<file path="config.mk">
export PLATFORM = sky130hd
export DESIGN_NAME = aqet_cell
export DESIGN_NICKNAME = d
export VERILOG_FILES = /design/src/sv/aqet_pkg.sv /design/src/sv/aqet_cell.sv
export SDC_FILE = /design/constraint.sdc
export NUM_CORES = 1
export LEC_CHECK = 0
export BUFFER_PORTS_ARGS = -buffer_cell sky130_fd_sc_hd__buf_2
export CAP_MARGIN = 0
export CORE_AREA = 10 10 152 154
export DETAILED_ROUTE_END_ITERATION = 12
export DIE_AREA = 0 0 162 164
export PLACE_DENSITY = 0.7
export SLEW_MARGIN = 5
export SYNTH_ARGS = -nofsm -noshare
export SYNTH_HDL_FRONTEND = slang
export SYNTH_SLANG_ARGS = --single-unit
</file>
<file path="constraint.sdc">
create_clock -name clk_i -period 1.7 [get_ports clk_i]
set_input_delay 0.17 -clock clk_i [delete_from_list [all_inputs] [get_ports clk_i]]
set_output_delay 0.17 -clock clk_i [all_outputs]
set_load 0.1 [all_outputs]
</file>
<file path="src/sv/aqet_pkg.sv">
// Shared types, codes and constants of the agent quota enforcement table.
package aqet_pkg;

  localparam int unsigned NumSlotsDefault = 16;

  typedef enum logic [1:0] {
    MODE_REGISTER = 2'd0,
    MODE_TICK     = 2'd1,
    MODE_STATUS   = 2'd2,
    MODE_SET      = 2'd3
  } mode_e;

  typedef enum logic [1:0] {
    ST_OK       = 2'd0,
    ST_NOTFOUND = 2'd1,
    ST_FULL     = 2'd2
  } status_e;

  typedef enum logic [1:0] {
    S_IDLE   = 2'd0,
    S_SCAN   = 2'd1,
    S_UPDATE = 2'd2,
    S_OUT    = 2'd3
  } state_e;

  localparam int unsigned FlagActive = 0;
  localparam int unsigned FlagCpu    = 1;
  localparam int unsigned FlagMem    = 2;
  localparam int unsigned FlagRevoke = 3;

  localparam logic [31:0] CpuSat = 32'hFFFF_FFFF;

  // One slot's contents.
  typedef struct packed {
    logic [31:0] agent;
    logic [31:0] cpu_limit;
    logic [31:0] mem_limit;
    logic [31:0] cpu_used;
    logic [31:0] mem_used;
    logic [3:0]  flags;
  } slot_t;

  // Search token passed down the row of cells.
  typedef struct packed {
    logic        hit;
    logic        free;
    logic [7:0]  hit_idx;
    logic [7:0]  free_idx;
  } srch_t;

  // Write command broadcast to the cells.
  typedef struct packed {
    logic        we;
    logic [7:0]  idx;
    slot_t       data;
  } wcmd_t;

endpackage

</file>
<file path="src/sv/aqet_cell.sv">
// One table slot: stores its entry and folds its match into the search token.
module aqet_cell #(
  parameter int unsigned Index = 0
) (
  input  logic            clk_i,
  input  logic            rst_ni,
  input  logic [31:0]     id_i,
  input  aqet_pkg::srch_t srch_i,
  output aqet_pkg::srch_t srch_o,
  input  aqet_pkg::wcmd_t wcmd_i,
  output aqet_pkg::slot_t slot_o
);

  aqet_pkg::slot_t slot_q;
  logic            act;

  always_ff @(posedge clk_i or negedge rst_ni) begin
    if (!rst_ni) begin
      slot_q <= '0;
    end else if (wcmd_i.we && wcmd_i.idx == 8'(Index)) begin
      slot_q <= wcmd_i.data;
    end
  end

  assign act = slot_q.flags[aqet_pkg::FlagActive];

  // Lowest index wins: keep the upstream result once it is set.
  always_comb begin
    srch_o = srch_i;
    if (!srch_i.hit && act && slot_q.agent == id_i) begin
      srch_o.hit     = 1'b1;
      srch_o.hit_idx = 8'(Index);
    end
    if (!srch_i.free && !act) begin
      srch_o.free     = 1'b1;
      srch_o.free_idx = 8'(Index);
    end
  end

  assign slot_o = slot_q;

endmodule

</file>
==> results of run 1 <==
-- metrics by stage --
stage / area, µm² / hold slack (ns) / setup TNS, ns / total power [mW] / setup slack, ns
2_1_floorplan: 6970 / -0.126 / -7.41 / 6.12 / -0.825
3_3_place_gp: 9780 / 0.101 / -3.08 / 6.88 / -0.331
3_5_place_dp: 9780 / 0.101 / -3.27 / 6.92 / -0.332
4_1_cts: 12200 / 0.207 / -4.85 / 11.2 / -0.600
5_1_grt: 12200 / 0.237 / -5.96 / 11.5 / -0.699
6_report: 12200 / 0.224 / -4.61 / 11.1 / -0.572
-- path summary, 6_finish.rpt --
| check | from | to | slack, ns | cells past startpoint |
|---|---|---|---|---|
| max reg2reg | slot_o[0] | slot_o[0] | 0.60 | 3 |
| min reg2reg | slot_o[23] | slot_o[23] | 0.50 | 1 |
| min in group clk_i | wcmd_i[170] | slot_o[15] | 0.42 | 4 |
| min | rst_ni | slot_o[144] | 0.22 | 2 |
| max | slot_o[135] | srch_o[17] | -0.57 | 6 |
| max in group asynchronous | rst_ni | slot_o[81] | 0.90 | 3 |
-- layer usage --
metal / wire, µm / GRT usage (%) / vias to the layer above
met1: 9090 / 19.0 / 2909
met5: 0 / 0 / -
li1: - / - / 2738
met2: 14600 / 35.8 / 241
met4: 505 / 6.91 / 0
met3: 2130 / 7.61 / 33
-- worst max-delay path, stage by stage (launching register included) --
cell and delay, ns:
sky130_fd_sc_hd__dfrtp_4 0.48, sky130_fd_sc_hd__xnor2_1 0.16, sky130_fd_sc_hd__nand4_1 0.16, sky130_fd_sc_hd__nor4_4 0.33, sky130_fd_sc_hd__buf_12 0.20, sky130_fd_sc_hd__a31o_4 0.18
sky130_fd_sc_hd__buf_12 0.17
-- placed cells by master, fill, tap and decap left out, types with 3 or more instances in the layout --
master                          count
sky130_fd_sc_hd__nor2b_4            8
sky130_fd_sc_hd__inv_6              6
sky130_fd_sc_hd__clkbuf_16         17
sky130_fd_sc_hd__mux2_2           164
sky130_fd_sc_hd__inv_1              8
sky130_fd_sc_hd__xor2_1             3
sky130_fd_sc_hd__buf_4             45
sky130_fd_sc_hd__a31oi_4            8
sky130_fd_sc_hd__buf_2            387
sky130_fd_sc_hd__buf_6              4
sky130_fd_sc_hd__dfrtp_2           16
sky130_fd_sc_hd__diode_2            5
sky130_fd_sc_hd__nand4_1            7
sky130_fd_sc_hd__dlygate4sd3_1    165
sky130_fd_sc_hd__xnor2_1           23
sky130_fd_sc_hd__buf_12            25
sky130_fd_sc_hd__inv_8              3
sky130_fd_sc_hd__dfrtp_4           14
sky130_fd_sc_hd__dfrtp_1          134
sky130_fd_sc_hd__xnor2_2            6
-- timing repair --
item,in CTS,in global routing
hold buffers,165,0
setup endpoints to repair,18,17
setup buffers,0,1
pin swaps,9,7
gates resized for setup,43,2
endpoints found under the hold margin,250,0
-- layout make-up --
class                      instances  area [µm²]  share of cell area (%)
clock inverter                    14         156                    1.28
inverter                           8        30.0                   0.245
multi-input combinational        229        2620                    21.4
sequential                       164        4180                    34.1
antenna                            5        12.5                   0.102
timing repair buffer             626        4470                    36.5
tap                              270         338                    2.76
clock buffer                      18         439                    3.59
-- where the power goes --
part / internal [mW] / total, mW / switching [mW]
clock: 2.13 / 3.88 / 1.75
sequential: 4.10 / 4.20 / 0.105
combinational: 0.930 / 3.01 / 2.08
total: 7.16 / 11.1 / 3.94
-- cells by family after synthesis --
kind of cell,count (synthesis),share of synthesized area [%]
mux,164,27.7
flops,164,61.5
xor+xnor,32,4.20
buf+inv,26,3.37
simple gates,24,2.42
compound gates,9,0.881
==> impl_table.tex, run 1 <==
\begin{tabular}{lr}
\hline
Metric & Value \\
\hline
\multicolumn{2}{l}{\textbf{Status}} \\
Outcome & complete, but fails checks \\
Failing checks & setup timing \\
\multicolumn{2}{l}{\textbf{GRT}} \\
Wire length of the first global-routing pass & 39.8 mm \\
Global-route total usage across every layer & 19.3\% \\
Aggregate global routing overflow & 0 \\
Pin count of the biggest net entering global routing & 57 \\
Antenna violations before repair & 4 \\
Via count of the first global-routing pass & 6766 \\
\multicolumn{2}{l}{\textbf{Clock tree}} \\
Max H-tree Level & 4 \\
Cell at the root of the clock tree & sky130\_fd\_sc\_hd\_\_clkbuf\_16 \\
Clk sink count & 164 \\
Clock slew seen by the registers of the worst setup and hold paths & 0.07 ns \\
Clock latency at the later pin of the worst-skew pair & 0.41 ns \\
TritonCTS clock tree & built \\
Number of buffers inserted during clock tree synthesis & 17 \\
Largest buffer count on any clock path & 2 \\
\multicolumn{2}{l}{\textbf{Power and ir drop}} \\
Max IR drop VDD & 0.695 mV \\
Power density normalized to cell area & 906 mW/mm² \\
Leakage power & 6.68 nW \\
\multicolumn{2}{l}{\textbf{Hold path}} \\
Path type of the worst min-delay path & in2async \\
\multicolumn{2}{l}{\textbf{Place}} \\
Number of buffer cells added on primary ports & 406 \\
Detailed Place HPWL & 19.0 mm \\
Cell Count Post-Placement & 1131 \\
GPL Wtd Cong & 0.807 \\
\multicolumn{2}{l}{\textbf{Critical path}} \\
Critical path data required time & 1.53 ns \\
Crit. End Element & primary output \\
Arrival time worst endpoint & 2.10 ns \\
Category of the worst setup path launch point & flip-flop \\
Crit Path Category & reg2out \\
Critical Path Fanout Max & 9 \\
\multicolumn{2}{l}{\textbf{STA}} \\
Final count of negative-setup-slack endpoints & 9 \\
Max\_slew headroom & 64.0\% \\
Achievable clock frequency & 440 MHz \\
Fraction of the cycle the final worst path needs & 134\% \\
Total count of hold-check failures in the final report & 0 \\
Final-report max-slew violation count & 0 \\
Unrepaired setup endpoints after global routing & yes \\
Post-route setup slack & -0.572 ns \\
Maximum clock skew at final layout & 0 ns \\
Transition time at the pin with the least slew margin & 0.544 ns \\
Post-route minimum period & 2.27 ns \\
\multicolumn{2}{l}{\textbf{Synthesis}} \\
Summed instance area of the synthesized netlist & 0.00668 mm² \\
Syn Inst Count & 419 \\
Fraction of the yosys area taken by sequential cells & 61.5\% \\
Top flip-flop cell by instance count after synthesis & sky130\_fd\_sc\_hd\_\_dfrtp\_1 \\
Average size of a mapped cell & 15.9 µm² \\
EDFF count, synth & 0 \\
Synth top cells by count & sky130\_fd\_sc\_hd\_\_dfrtp\_1, sky130\_fd\_sc\_hd\_\_mux2\_2, sky130\_fd\_sc\_hd\_\_xnor2\_1, sky130\_fd\_sc\_hd\_\_buf\_6 \\
Net count after synthesis & 644 \\
Flip-flop and latch count after synthesis & 164 \\
Share of the synthesized area in the top cell type & 61.5\% \\
Share of flip-flops with an asynchronous set or reset after synthesis & 100\% \\
Area contributors post-synth & sky130\_fd\_sc\_hd\_\_dfrtp\_1, sky130\_fd\_sc\_hd\_\_mux2\_2, sky130\_fd\_sc\_hd\_\_xnor2\_1 \\
Most area-hungry cell type in the Yosys netlist & sky130\_fd\_sc\_hd\_\_dfrtp\_1 \\
Syn. warnings & 0 \\
Number of distinct library cells after synthesis & 18 \\
\multicolumn{2}{l}{\textbf{Floorplanning}} \\
Horizontal die dimension & 162 µm \\
Starting utilization of the core area & 33.3\% \\
Number of standard-cell rows in the floorplan & 52 \\
Die Outline Area & 0.0266 mm² \\
Area of the placeable core & 0.0200 mm² \\
Die outline height & 164 µm \\
Top-Level Pins & 407 \\
\multicolumn{2}{l}{\textbf{Routing}} \\
Count of routing violations after the opening detailed-route iteration & 172 \\
Average wire per cell in the routed design & 19.7 µm \\
Detailed-route wire length & 26.3 mm \\
Count of nets left with antenna violations after detail routing & 0 \\
Per-cell via count in the routed design & 4.44 \\
Total DRC errors in the routed layout & 0 \\
First drt pass iteration count & 4 \\
Total via count after detailed routing & 5921 \\
\multicolumn{2}{l}{\textbf{Final layout}} \\
Layout-stage area growth over the synthesis result & 83.4\% \\
Share of cells above drive strength 1 & 67.4\% \\
NumNets Final & 1271 \\
Flip-flop count of the largest register after layout & 164 \\
End-of-flow core utilization & 61.1\% \\
Final cell count without fillers & 1334 \\
Fill cell count & 1502 \\
\multicolumn{2}{l}{\textbf{Flow run}} \\
Number of max-capacitance violations reported & 0 \\
\hline
\end{tabular}
Note: power is estimated with default switching activity, not from simulation.
==> run 2, diff against run 1 <==
--- a/config.mk
+++ b/config.mk
@@ -5,12 +5,13 @@
 export SDC_FILE = /design/constraint.sdc
 export NUM_CORES = 1
 export LEC_CHECK = 0
+export ABC_AREA = 1
 export BUFFER_PORTS_ARGS = -buffer_cell sky130_fd_sc_hd__buf_2
 export CAP_MARGIN = 0
-export CORE_AREA = 10 10 152 154
+export CORE_AREA = 10 10 150 152
 export DETAILED_ROUTE_END_ITERATION = 12
-export DIE_AREA = 0 0 162 164
-export PLACE_DENSITY = 0.7
+export DIE_AREA = 0 0 160 162
+export PLACE_DENSITY = 0.73
 export SLEW_MARGIN = 5
 export SYNTH_ARGS = -nofsm -noshare
 export SYNTH_HDL_FRONTEND = slang
==> run 2 against run 1 <==
Effect of this change:
- the run still ends with setup timing left
- critical path depth up 3
- global-route usage grew 3.3 points
- via count increased by 35%
- synthesized cell count rose by 100%
- sequential share of layout area fell by 0.21 points
- count of clock-buffer cells in the layout grew 1
- cell area grew 1.8%
- highest routed layer unchanged
==> impl_table.tex, run 2 <==
\begin{tabular}{lr}
\hline
Metric & Value \\
\hline
\multicolumn{2}{l}{\textbf{STA}} \\
Max\_slew headroom & 64.5\% \\
Post-route minimum period & 2.19 ns \\
Unrepaired setup endpoints after global routing & yes \\
Transition time at the pin with the least slew margin & 0.537 ns \\
Setup tns final & -4.90 ns \\
Final-report max-slew violation count & 0 \\
Achievable clock frequency & 456 MHz \\
Final count of negative-setup-slack endpoints & 17 \\
Final worst hold slack & 0.0315 ns \\
Post-route setup slack & -0.493 ns \\
Maximum clock skew at final layout & 0 ns \\
Fraction of the cycle the final worst path needs & 129\% \\
Total count of hold-check failures in the final report & 0 \\
\multicolumn{2}{l}{\textbf{Final layout}} \\
Final cell count without fillers & 1728 \\
Fill cell count & 1427 \\
Share of cells above drive strength 1 & 37.9\% \\
NumNets Final & 1671 \\
Most frequent standard cell in the layout excluding fill and tap cells & sky130\_fd\_sc\_hd\_\_buf\_2 \\
Layout-stage area growth over the synthesis result & 77.0\% \\
Highest-count cells in the layout ignoring fill and taps & sky130\_fd\_sc\_hd\_\_buf\_2, sky130\_fd\_sc\_hd\_\_nand2\_1, sky130\_fd\_sc\_hd\_\_inv\_1 \\
Flip-flop count of the largest register after layout & 164 \\
\multicolumn{2}{l}{\textbf{Critical path}} \\
Family of cells with the greatest summed delay on the critical path & simple AND/OR/NAND/NOR gates \\
Number of buffers and inverters on the critical path & 3 \\
Maximum single-stage delay on the critical path & 0.42 ns \\
Critical path data required time & 1.53 ns \\
Cells traversed along the worst timing path & inv\_1, nor2\_1, nand4\_1, nor2\_1, nand3\_2, nor2\_4, buf\_12, nor2\_4, buf\_12 \\
Crit. End Element & primary output \\
Category of the worst setup path launch point & flip-flop \\
Critical Path Fanout Max & 8 \\
Arrival time worst endpoint & 2.02 ns \\
Crit Path Category & reg2out \\
Slowest cell on the critical path & sky130\_fd\_sc\_hd\_\_dfrtp\_4 \\
\multicolumn{2}{l}{\textbf{Routing}} \\
Average wire per cell in the routed design & 17.8 µm \\
First drt pass iteration count & 5 \\
Count of nets left with antenna violations after detail routing & 0 \\
Detailed-route wire length & 30.8 mm \\
Total DRC errors in the routed layout & 0 \\
Total via count after detailed routing & 7991 \\
Count of routing violations after the opening detailed-route iteration & 626 \\
Per-cell via count in the routed design & 4.62 \\
\multicolumn{2}{l}{\textbf{Floorplanning}} \\
Starting utilization of the core area & 36.3\% \\
Die Outline Area & 0.0259 mm² \\
Die outline height & 162 µm \\
Horizontal die dimension & 160 µm \\
Number of standard-cell rows in the floorplan & 51 \\
Top-Level Pins & 407 \\
Area of the placeable core & 0.0194 mm² \\
\multicolumn{2}{l}{\textbf{GRT}} \\
Pin count of the biggest net entering global routing & 57 \\
Antenna violations before repair & 4 \\
Via count of the first global-routing pass & 8544 \\
Global-route total usage across every layer & 22.5\% \\
Wire length of the first global-routing pass & 46.7 mm \\
Aggregate global routing overflow & 0 \\
\multicolumn{2}{l}{\textbf{Power and ir drop}} \\
Leakage power & 6.40 nW \\
Pwr Total & 12.7 mW \\
Power density normalized to cell area & 1020 mW/mm² \\
Max IR drop VDD & 0.615 mV \\
\multicolumn{2}{l}{\textbf{Synthesis}} \\
Most area-hungry cell type in the Yosys netlist & sky130\_fd\_sc\_hd\_\_dfrtp\_1 \\
Syn Inst Count & 853 \\
Share of the synthesized area in the top cell type & 58.3\% \\
Net count after synthesis & 1078 \\
Most common cell in the synthesized netlist & sky130\_fd\_sc\_hd\_\_nand2\_1 \\
Top flip-flop cell by instance count after synthesis & sky130\_fd\_sc\_hd\_\_dfrtp\_1 \\
EDFF count, synth & 0 \\
Number of distinct library cells after synthesis & 16 \\
Fraction of the yosys area taken by sequential cells & 58.3\% \\
Average size of a mapped cell & 8.25 µm² \\
Area contributors post-synth & sky130\_fd\_sc\_hd\_\_dfrtp\_1, sky130\_fd\_sc\_hd\_\_nand2\_1, sky130\_fd\_sc\_hd\_\_o21ai\_0 \\
Flip-flop and latch count after synthesis & 164 \\
Share of flip-flops with an asynchronous set or reset after synthesis & 100\% \\
Summed instance area of the synthesized netlist & 0.00704 mm² \\
Syn. warnings & 0 \\
Synth top cells by count & sky130\_fd\_sc\_hd\_\_nand2\_1, sky130\_fd\_sc\_hd\_\_inv\_1, sky130\_fd\_sc\_hd\_\_o21ai\_0, sky130\_fd\_sc\_hd\_\_dfrtp\_1, sky130\_fd\_sc\_hd\_\_nor2\_1 \\
\multicolumn{2}{l}{\textbf{Place}} \\
Detailed Place HPWL & 20.1 mm \\
Cell Count Post-Placement & 1528 \\
GPL Wtd Cong & 0.883 \\
Number of buffer cells added on primary ports & 406 \\
\multicolumn{2}{l}{\textbf{Clock tree}} \\
Largest buffer count on any clock path & 2 \\
Clock latency at the later pin of the worst-skew pair & 0.41 ns \\
Clk sink count & 164 \\
Number of buffers inserted during clock tree synthesis & 17 \\
Max H-tree Level & 4 \\
Clock slew seen by the registers of the worst setup and hold paths & 0.07 ns \\
Cell at the root of the clock tree & sky130\_fd\_sc\_hd\_\_clkbuf\_16 \\
TritonCTS clock tree & built \\
\multicolumn{2}{l}{\textbf{Status}} \\
Failing checks & setup timing \\
Outcome & complete, but fails checks \\
\multicolumn{2}{l}{\textbf{Flow run}} \\
Number of max-capacitance violations reported & 0 \\
\multicolumn{2}{l}{\textbf{Hold path}} \\
Path type of the worst min-delay path & in2reg \\
\hline
\end{tabular}
-- run 2: cell count changes after synthesis, sizes merged, moves of 2 or more --
cell	previous run	this run
nor4	3	0
nand2	0	230
nor2	1	37
nor2b	8	0
mux2	164	0
inv	8	200
xnor2	29	4
a31oi	8	0
o21ai	0	169
nand4	7	3
nand3	0	2
buf	18	36
-- run 2: final timing paths --
| path | startpoint | end | slack [ns] | cells after the start |
|---|---|---|---|---|
| max | slot_o[0] | srch_o[10] | -0.49 | 9 |
| min | wcmd_i[147] | slot_o[147] | 0.03 | 3 |
| max reg2reg | slot_o[160] | slot_o[160] | 0.74 | 3 |
| min reg2reg | slot_o[124] | slot_o[124] | 0.53 | 2 |
| max in group asynchronous | rst_ni | slot_o[101] | 0.82 | 3 |
| min in group asynchronous | rst_ni | slot_o[64] | 0.24 | 2 |
-- run 2: cell type report --
cell class / count / area, µm² / area share, %
timing repair buffer: 610 / 4390 / 35.2
sequential: 164 / 4230 / 33.9
multi-input combinational: 453 / 2160 / 17.3
inverter: 200 / 753 / 6.04
clock buffer: 19 / 453 / 3.63
tap: 265 / 332 / 2.66
clock inverter: 13 / 139 / 1.11
antenna: 4 / 10.0 / 0.0803
-- run 2: report_power, final --
part	switching [mW]	internal, mW
clock	1.71	2.15
combinational	3.38	0.989
sequential	0.197	4.26
-- run 2: cells by family (layout without fill, tap and decap cells) --
family	after synthesis	count (layout)	share of synthesized area, %
xor gates and xnor gates	7	7	0.871
buffers and inverters	236	842	13.7
other	0	4	0
and+or+nand+nor	275	275	14.9
DFF	164	164	58.3
AOI/OAI and AO/OA	171	171	12.2
-- run 2: timing repair --
action / CTS / global route
resized for setup: 57 / 23
hold buffers: 160 / 1
pin swaps: 18 / 2
hold endpoints to repair: 211 / 1
setup endpoints to repair: 18 / 18
buffers inserted: 1 / 2
-- run 2: routing by layer --
layer / global-route usage (%) / routed length [µm]
met2: 39.7 / 16000
met4: 9.68 / 1120
met3: 7.23 / 2480
met5: 0 / 0
met1: 24.4 / 11200
-- run 2: per-stage QoR --
stage | worst slack [ns] | area, µm² | util (%)
after floorplan | -0.273 | 7310 | -
after global placement | -0.199 | 9930 | 51.2
after detailed placement | -0.200 | 9930 | 51.2
after CTS | -0.463 | 12300 | 63.5
after global routing | -0.584 | 12500 | 64.2
final | -0.493 | 12500 | 64.2
-- run 2: worst reg2reg max path, delay by kind of cell (launching register included) --
family,cells,cell delay [ns]
buf+inv,2,0.22
flops,1,0.48
compound gates,1,0.12
